## src/rtl/i2cm_pkg.sv

```systemverilog
// shared types, command codes and sequence lengths for the i2c master bit engine
package i2cm_pkg;

  localparam int DATA_BITS = 8;
  localparam int STEP_W    = 5;
  localparam int SLOT_W    = 16;
  localparam logic [SLOT_W-1:0] SLOT_RESET = 16'd720;

  typedef enum logic [2:0] {
    CMD_NONE  = 3'd0,
    CMD_START = 3'd1,
    CMD_STOP  = 3'd2,
    CMD_WRITE = 3'd3,
    CMD_READ  = 3'd4,
    CMD_SACK  = 3'd5,
    CMD_RACK  = 3'd6
  } cmd_e_t;

  typedef struct packed {
    logic [2:0]           cmd;
    logic [DATA_BITS-1:0] tx_byte;
    logic                 ack_out;
    logic                 sda_in;
  } in_t;

  typedef struct packed {
    logic                 scl_drive;
    logic                 sda_drive;
    logic                 busy_res;
    logic                 done_res;
    logic [DATA_BITS-1:0] rx_byte;
    logic                 ack_in;
    logic                 rejected;
  } out_t;

  // number of pin steps in each command sequence
  function automatic logic [STEP_W-1:0] seq_len(input cmd_e_t c);
    logic [STEP_W-1:0] n;
    case (c)
      CMD_START: n = STEP_W'(4);
      CMD_STOP:  n = STEP_W'(3);
      CMD_WRITE: n = STEP_W'(3 * DATA_BITS);
      CMD_READ:  n = STEP_W'(1 + 3 * DATA_BITS);
      CMD_SACK:  n = STEP_W'(3);
      CMD_RACK:  n = STEP_W'(4);
      default:   n = '0;
    endcase
    return n;
  endfunction

endpackage

```

## src/rtl/i2cm_seq.sv

```systemverilog
// pin step sequencer: engine state and the per-tick update
module i2cm_seq (
  input  logic                           clk,
  input  logic                           rst_n,
  input  logic                           adv,
  input  i2cm_pkg::in_t                  item,
  input  logic [i2cm_pkg::SLOT_W-1:0]    slot_cycles,
  output i2cm_pkg::out_t                 res
);
  import i2cm_pkg::*;

  cmd_e_t                active_r, active_nxt;
  logic [STEP_W-1:0]     step_r, step_nxt;
  logic [1:0]            phase_r, phase_nxt;
  logic [SLOT_W-1:0]     slot_cnt_r, slot_cnt_nxt;
  logic [DATA_BITS-1:0]  shift_r, shift_nxt;
  logic [DATA_BITS-1:0]  rxb_r, rxb_nxt;
  logic [1:0]            ack_r, ack_nxt;
  logic                  scl_r, scl_nxt;
  logic                  sda_r, sda_nxt;

  logic                  valid_cmd;
  logic                  go;
  cmd_e_t                cmd_go;
  logic [STEP_W-1:0]     step_go;
  logic [STEP_W-1:0]     step_inc;
  logic [1:0]            ph_go;
  logic                  done;
  logic                  rej;

  always_comb begin
    valid_cmd    = item.cmd inside {[CMD_START:CMD_RACK]};
    active_nxt   = active_r;
    step_nxt     = step_r;
    phase_nxt    = phase_r;
    slot_cnt_nxt = slot_cnt_r;
    shift_nxt    = shift_r;
    rxb_nxt      = rxb_r;
    ack_nxt      = ack_r;
    scl_nxt      = scl_r;
    sda_nxt      = sda_r;
    done         = 1'b0;
    rej          = 1'b0;
    go           = 1'b0;
    cmd_go       = active_r;
    step_go      = step_r;
    ph_go        = phase_r;
    step_inc     = STEP_W'(step_r + 1'b1);

    if (active_r != CMD_NONE) begin
      rej = valid_cmd;
      if (slot_cnt_r >= slot_cycles) begin
        if (step_inc >= seq_len(active_r)) begin
          if (active_r == CMD_READ) begin
            rxb_nxt = shift_r;
          end
          active_nxt   = CMD_NONE;
          step_nxt     = '0;
          phase_nxt    = '0;
          slot_cnt_nxt = '0;
          done         = 1'b1;
        end else begin
          go      = 1'b1;
          step_go = step_inc;
          // read phases count from the step after the release of sda
          if (active_r == CMD_READ && step_r == '0) begin
            ph_go = 2'd0;
          end else begin
            ph_go = (phase_r == 2'd2) ? 2'd0 : phase_r + 2'd1;
          end
          step_nxt     = step_go;
          phase_nxt    = ph_go;
          slot_cnt_nxt = SLOT_W'(1);
        end
      end else begin
        slot_cnt_nxt = slot_cnt_r + 1'b1;
      end
    end else if (valid_cmd) begin
      cmd_go       = cmd_e_t'(item.cmd);
      active_nxt   = cmd_go;
      step_go      = '0;
      ph_go        = 2'd0;
      step_nxt     = '0;
      phase_nxt    = 2'd0;
      slot_cnt_nxt = SLOT_W'(1);
      go           = 1'b1;
      if (cmd_go == CMD_WRITE) begin
        shift_nxt = item.tx_byte;
      end
      if (cmd_go == CMD_SACK) begin
        ack_nxt[0] = item.ack_out;
      end
    end

    if (go) begin
      case (cmd_go)
        CMD_START: begin
          case (step_go[1:0])
            2'd0:    sda_nxt = 1'b1;
            2'd1:    scl_nxt = 1'b1;
            2'd2:    sda_nxt = 1'b0;
            default: scl_nxt = 1'b0;
          endcase
        end
        CMD_STOP: begin
          if (step_go == '0) begin
            sda_nxt = 1'b0;
          end else if (step_go == STEP_W'(1)) begin
            scl_nxt = 1'b1;
          end else begin
            sda_nxt = 1'b1;
          end
        end
        CMD_WRITE: begin
          case (ph_go)
            2'd0: begin
              sda_nxt   = shift_nxt[DATA_BITS-1];
              shift_nxt = {shift_nxt[DATA_BITS-2:0], 1'b0};
            end
            2'd1:    scl_nxt = 1'b1;
            default: scl_nxt = 1'b0;
          endcase
        end
        CMD_READ: begin
          if (step_go == '0) begin
            sda_nxt   = 1'b1;
            shift_nxt = '0;
          end else begin
            case (ph_go)
              2'd0:    scl_nxt = 1'b1;
              2'd1:    shift_nxt = {shift_nxt[DATA_BITS-2:0], item.sda_in};
              default: scl_nxt = 1'b0;
            endcase
          end
        end
        CMD_SACK: begin
          if (step_go == '0) begin
            sda_nxt = ack_nxt[0];
          end else if (step_go == STEP_W'(1)) begin
            scl_nxt = 1'b1;
          end else begin
            scl_nxt = 1'b0;
          end
        end
        CMD_RACK: begin
          case (step_go[1:0])
            2'd0:    sda_nxt = 1'b1;
            2'd1:    scl_nxt = 1'b1;
            2'd2:    ack_nxt[1] = item.sda_in;
            default: scl_nxt = 1'b0;
          endcase
        end
        default: ;
      endcase
    end

    res.scl_drive = scl_nxt;
    res.sda_drive = sda_nxt;
    res.busy_res  = (active_nxt != CMD_NONE);
    res.done_res  = done;
    res.rx_byte   = rxb_nxt;
    res.ack_in    = ack_nxt[1];
    res.rejected  = rej;
  end

  always_ff @(posedge clk) begin
    if (!rst_n) begin
      active_r   <= CMD_NONE;
      step_r     <= '0;
      phase_r    <= '0;
      slot_cnt_r <= '0;
      shift_r    <= '0;
      rxb_r      <= '0;
      ack_r      <= '0;
      scl_r      <= 1'b1;
      sda_r      <= 1'b1;
    end else if (adv) begin
      active_r   <= active_nxt;
      step_r     <= step_nxt;
      phase_r    <= phase_nxt;
      slot_cnt_r <= slot_cnt_nxt;
      shift_r    <= shift_nxt;
      rxb_r      <= rxb_nxt;
      ack_r      <= ack_nxt;
      scl_r      <= scl_nxt;
      sda_r      <= sda_nxt;
    end
  end

endmodule

```

## src/rtl/i2c_master_bit_engine_top.sv

```systemverilog
// top level of the i2c master bit engine: input register, sequencer, result register
//
// usage
//   each transfer on the input channel is one tick of the bit engine; it may carry a
//   command (start, stop, write byte, read byte, send ack, receive ack) and always
//   carries the sampled sda level. every input transfer yields exactly one result
//   transfer with the scl/sda drive levels, busy, done, rx byte, ack in and rejected.
//   cfg_we writes slot_cycles (ticks per pin step, reset 720); write it
//   only while the pipeline is empty; a new length applies at once, even mid-step.
// pipeline
//   a tick is held in the input register, then the sequencer updates
//   its state and the result register loads its result.
//   one tick per cycle sustained while out_stall stays low.
// reset
//   synchronous active-low rst_n empties both registers, releases scl and sda,
//   returns the engine to idle and restores slot_cycles to 720.
// stall
//   while out_stall holds a full result register, the input register keeps its tick
//   and in_stall rises; the engine state only advances when the result register has room.
module i2c_master_bit_engine_top (
  input  logic                           clk,
  input  logic                           rst_n,
  input  logic                           in_valid,
  output logic                           in_stall,
  input  i2cm_pkg::in_t                  in_data,
  output logic                           out_valid,
  input  logic                           out_stall,
  output i2cm_pkg::out_t                 out_data,
  input  logic                           cfg_we,
  input  logic [i2cm_pkg::SLOT_W-1:0]    cfg_wdata
);
  import i2cm_pkg::*;

  logic [SLOT_W-1:0] slot_cycles_r;
  logic              s1_valid_r;
  in_t               s1_data_r;
  logic              out_valid_r;
  out_t              out_data_r;
  out_t              res;
  logic              adv;

  // the held tick moves on when the result register is empty or draining
  assign adv      = s1_valid_r && (!out_valid_r || !out_stall);
  assign in_stall = s1_valid_r && !adv;

  // slot length register
  always_ff @(posedge clk) begin
    if (!rst_n) begin
      slot_cycles_r <= SLOT_RESET;
    end else if (cfg_we) begin
      slot_cycles_r <= cfg_wdata;
    end
  end

  // input register
  always_ff @(posedge clk) begin
    if (!rst_n) begin
      s1_valid_r <= 1'b0;
    end else if (in_valid && !in_stall) begin
      s1_valid_r <= 1'b1;
    end else if (adv) begin
      s1_valid_r <= 1'b0;
    end
  end

  always_ff @(posedge clk) begin
    if (in_valid && !in_stall) begin
      s1_data_r <= in_data;
    end
  end

  // engine state and step logic
  i2cm_seq u_seq (
    .clk         (clk),
    .rst_n       (rst_n),
    .adv         (adv),
    .item        (s1_data_r),
    .slot_cycles (slot_cycles_r),
    .res         (res)
  );

  // result register
  always_ff @(posedge clk) begin
    if (!rst_n) begin
      out_valid_r <= 1'b0;
    end else if (adv) begin
      out_valid_r <= 1'b1;
    end else if (!out_stall) begin
      out_valid_r <= 1'b0;
    end
  end

  always_ff @(posedge clk) begin
    if (adv) begin
      out_data_r <= res;
    end
  end

  assign out_valid = out_valid_r;
  assign out_data  = out_data_r;

  // a finishing tick always leaves the engine idle
  a_done_idle: assert property (@(posedge clk) disable iff (!rst_n)
    out_valid_r && out_data_r.done_res |-> !out_data_r.busy_res)
    else $error("done reported while still busy");

  // a rejected command can only come while a sequence runs or finishes
  a_rej_busy: assert property (@(posedge clk) disable iff (!rst_n)
    out_valid_r && out_data_r.rejected |-> out_data_r.busy_res || out_data_r.done_res)
    else $error("command rejected while idle");

  // the input side only stalls with a tick held
  a_stall_held: assert property (@(posedge clk) disable iff (!rst_n)
    in_stall |-> s1_valid_r)
    else $error("input stalled with empty input register");

  // a stalled result is not overwritten
  a_no_overrun: assert property (@(posedge clk) disable iff (!rst_n)
    out_valid_r && out_stall |-> !adv)
    else $error("result register overwritten under stall");

endmodule

```

## config.mk

```make
export PLATFORM = sky130hd
export DESIGN_NAME = i2c_master_bit_engine_top
export DESIGN_NICKNAME = d
export VERILOG_FILES = /design/src/rtl/i2cm_pkg.sv /design/src/rtl/i2cm_seq.sv /design/src/rtl/i2c_master_bit_engine_top.sv
export SDC_FILE = /design/constraint.sdc
export NUM_CORES = 1
export LEC_CHECK = 0
export BUFFER_PORTS_ARGS = -buffer_cell sky130_fd_sc_hd__buf_2
export CORE_ASPECT_RATIO = 0.9
export CORE_UTILIZATION = 38
export CTS_CLUSTER_SIZE = 28
export DETAILED_ROUTE_END_ITERATION = 10
export PLACE_DENSITY_LB_ADDON = 0.2
export SLEW_MARGIN = 20
export SYNTH_ARGS = -nofsm -noshare
export SYNTH_HDL_FRONTEND = slang
export SYNTH_SLANG_ARGS = --single-unit
```

## constraint.sdc

```tcl
create_clock -name clk -period 7.42 [get_ports clk]
set_input_delay 1.855 -clock clk [delete_from_list [all_inputs] [get_ports clk]]
set_output_delay 1.855 -clock clk [all_outputs]
set_load 0.05 [all_outputs]
```

==> metrics.txt <==
Congestion Overflow GR 0; Synth async-reset ratio 0%; WL/cell 15.1 microns; clock buffer depth 2; Fin Setup TNS 0 ns; Fillers 1,321; synth cell count leaders dfxtp_1, nor2_1, nand2_1, a21oi_1, inv_1; Synth area leaders dfxtp_1, edfxtp_1, ha_1, mux2i_1, nor2_1; first-pass GRT wire length 19.9 mm; Synth Area in Compound Gates 18.8%; XOR/XNOR Fraction of Synth Area 2.65%; chip height 114 microns; Hold Fails Final Rpt 0; die width 126 microns; gpl congestion 0.821; max-slew violations 0; post_cts resized 0; Max-slew headroom 37.8%; Min-Delay Path Class reg -> reg; Util after Layout 43.8%; ANT nets after route 0; total setup buffers inserted after CTS 0; area share of the largest cell type after synthesis 24.3%; Root Buffer clkbuf_16; Synth Instances 577; initial antenna violation count 0; largest net degree at the start of global routing 53; top-count cell post-synth dfxtp_1; GRT Util Overall 17.3%; clock sinks 91; Worst Path Required 7.52 ns; Worst-path clk slew 0.06 ns; Initial Util 39.2%; Simple-Gate Fraction of Synth Area 20.0%; CTS Buf Count 9; peak supply drop 0.000141 V; EDFF count, synth 27; Pwr per Cell Area 198 nW/um^2; fmax 0.220 GHz; drt total wl 11.8 mm; antenna fix cells 0; IO Pins 50; post-synthesis adder-cell area fraction 6.87%; Leak 2.41 nW; sequential fraction of the synthesis area 39.6%; CP endpoint kind flop; First-pass DRT Iterations 4; status finished clean; Site Rows 40; Syn Nets 640; RSZ-0062 raised after global routing false; final critical path time including I/O delays and setup 4.55 ns; CTS tree done; Core Box Area 13,500 sq um; overall power 1.17 mW; synthesized area 5280 sq um; vias in the first global route 4,041; YS warnings 0; max-cap violations 0; Die ar. 14,400 sq um; average size of a mapped cell 9.15 sq um; Via density 5.43; CP arrival 4.65 ns; Layout Nets 673; Tcrit/Tclk final 61.3%; Most used DFF post-synth dfxtp_1; area leader, netlist dfxtp_1; multiplexer area fraction after synthesis 7.30%; DRT iter0 DRCs 224; hpwl dp 8.30 mm; clk_lat worst skew 0.35 ns; layout cells sized above 1 15.1%; final clock skew 0.00549 ns; Vias 4,249; combinational family with the most area after synthesis simple AND/OR/NAND/NOR gates; htree depth 3; Port Buffers 49; Hold-fix buffers, CTS 0; library cells used by synthesis 71; synth-to-layout area growth 11.6%; #FFs+latches synth 91; Slew @ Worst Pin 0.931 ns; Final Setup Violations 0; CP Class reg -> reg; Startpoint Class flop; CP Max Fanout 16; Post-route DRC 0
[power breakdown]
part	internal [mW]	switching [mW]
Sequential	0.537	0.0154
Combinational	0.0648	0.122
Clock	0.229	0.197
Total	0.832	0.334
[cells by family (layout without fill, tap and decap cells)]
kind of cell / after synthesis / in the layout
compound gates: 138 / 138
fa+ha+maj: 29 / 29
buf+inv: 60 / 98
flops: 91 / 91
simple gates: 206 / 206
mux: 37 / 37
xor+xnor: 16 / 16
[metrics by stage]
stage / setup slack (ns) / std cells / hold WS, ns / instance area [sq um]
final: 2.87 / 783 / 0.494 / 5890
after detailed placement: 2.95 / 767 / 0.489 / 5620
after floorplan: 3.23 / 577 / 0.454 / 5280
after CTS: 2.94 / 783 / 0.498 / 5880
after global routing: 2.45 / 783 / 0.523 / 5890
after global placement: 3.12 / 767 / 0.475 / 5620
[per-layer routing]
layer  share of wire, %  global-route usage [%]  vias to the layer above
met4               0.91                    4.34                        0
met1                 49                    23.3                     2003
met5                  0                       0                        -
met2                 45                    27.2                       97
li1                   -                       -                     2141
met3                5.0                    5.16                        8
[cell type report]
class | count | area (sq um) | area share [%]
clock buffers | 11 | 233 | 3.95
clock inverters | 5 | 36.3 | 0.616
inverters | 30 | 113 | 1.91
multi-input cells | 426 | 2940 | 49.9
flip-flops and latches | 91 | 2090 | 35.5
well taps | 168 | 210 | 3.57
repair buffers | 52 | 268 | 4.55
[flip-flops by register name (all words and copies together), names as in the netlist]
| name | cells |
|---|---|
| out_data | 14 |
| out_valid | 1 |
| s1_data_r | 13 |
| s1_valid_r | 1 |
| slot_cycles_r | 16 |
| u_seq.ack_r | 2 |
| u_seq.active_r | 3 |
| u_seq.phase_r | 2 |
| u_seq.rxb_r | 8 |
| u_seq.scl_r | 1 |
| u_seq.sda_r | 1 |
| u_seq.shift_r | 8 |
| u_seq.slot_cnt_r | 16 |
| u_seq.step_r | 5 |
[worst paths after layout]
kind	slack [ns]	from	cells past startpoint	endpoint
worst max-delay path	2.87	u_seq.active_r[0]	17	out_data[12]
worst min-delay path	0.49	slot_cycles_r[9]	2	slot_cycles_r[9]
worst max register to register	2.87	u_seq.active_r[0]	17	out_data[12]
worst min register to register	0.49	slot_cycles_r[9]	2	slot_cycles_r[9]
[worst max-delay path, cell delays in order (launching register included)]
cell and delay (ns):
dfxtp_1 0.46, inv_1 0.13, ha_1 0.31, mux2i_1 0.28, nor2b_1 0.19, or2_2 0.15, nand2_1 0.06, ha_1 0.26
nand2b_1 0.14, a31oi_1 0.15, o21ai_1 0.19, a31oi_4 0.28, o21ai_2 0.25, a211oi_2 0.87, a21oi_1 0.14, o21ai_0 0.12
nand3_1 0.12, o22a_1 0.19
[placed cells by master (no fill, tap or decap), drive strengths merged, types with 12 or more instances in the layout]
cell type / instances
mux2: 12
nand4: 12
o21ai: 27
nor2b: 21
edfxtp: 27
a31oi: 12
nand2: 51
o211ai: 12
xor2: 12
nand3: 14
mux2i: 25
ha: 29
buf: 52
inv: 33
nor2: 64
dfxtp: 64
a21oi: 35
Power figures use the tool's default switching activity.
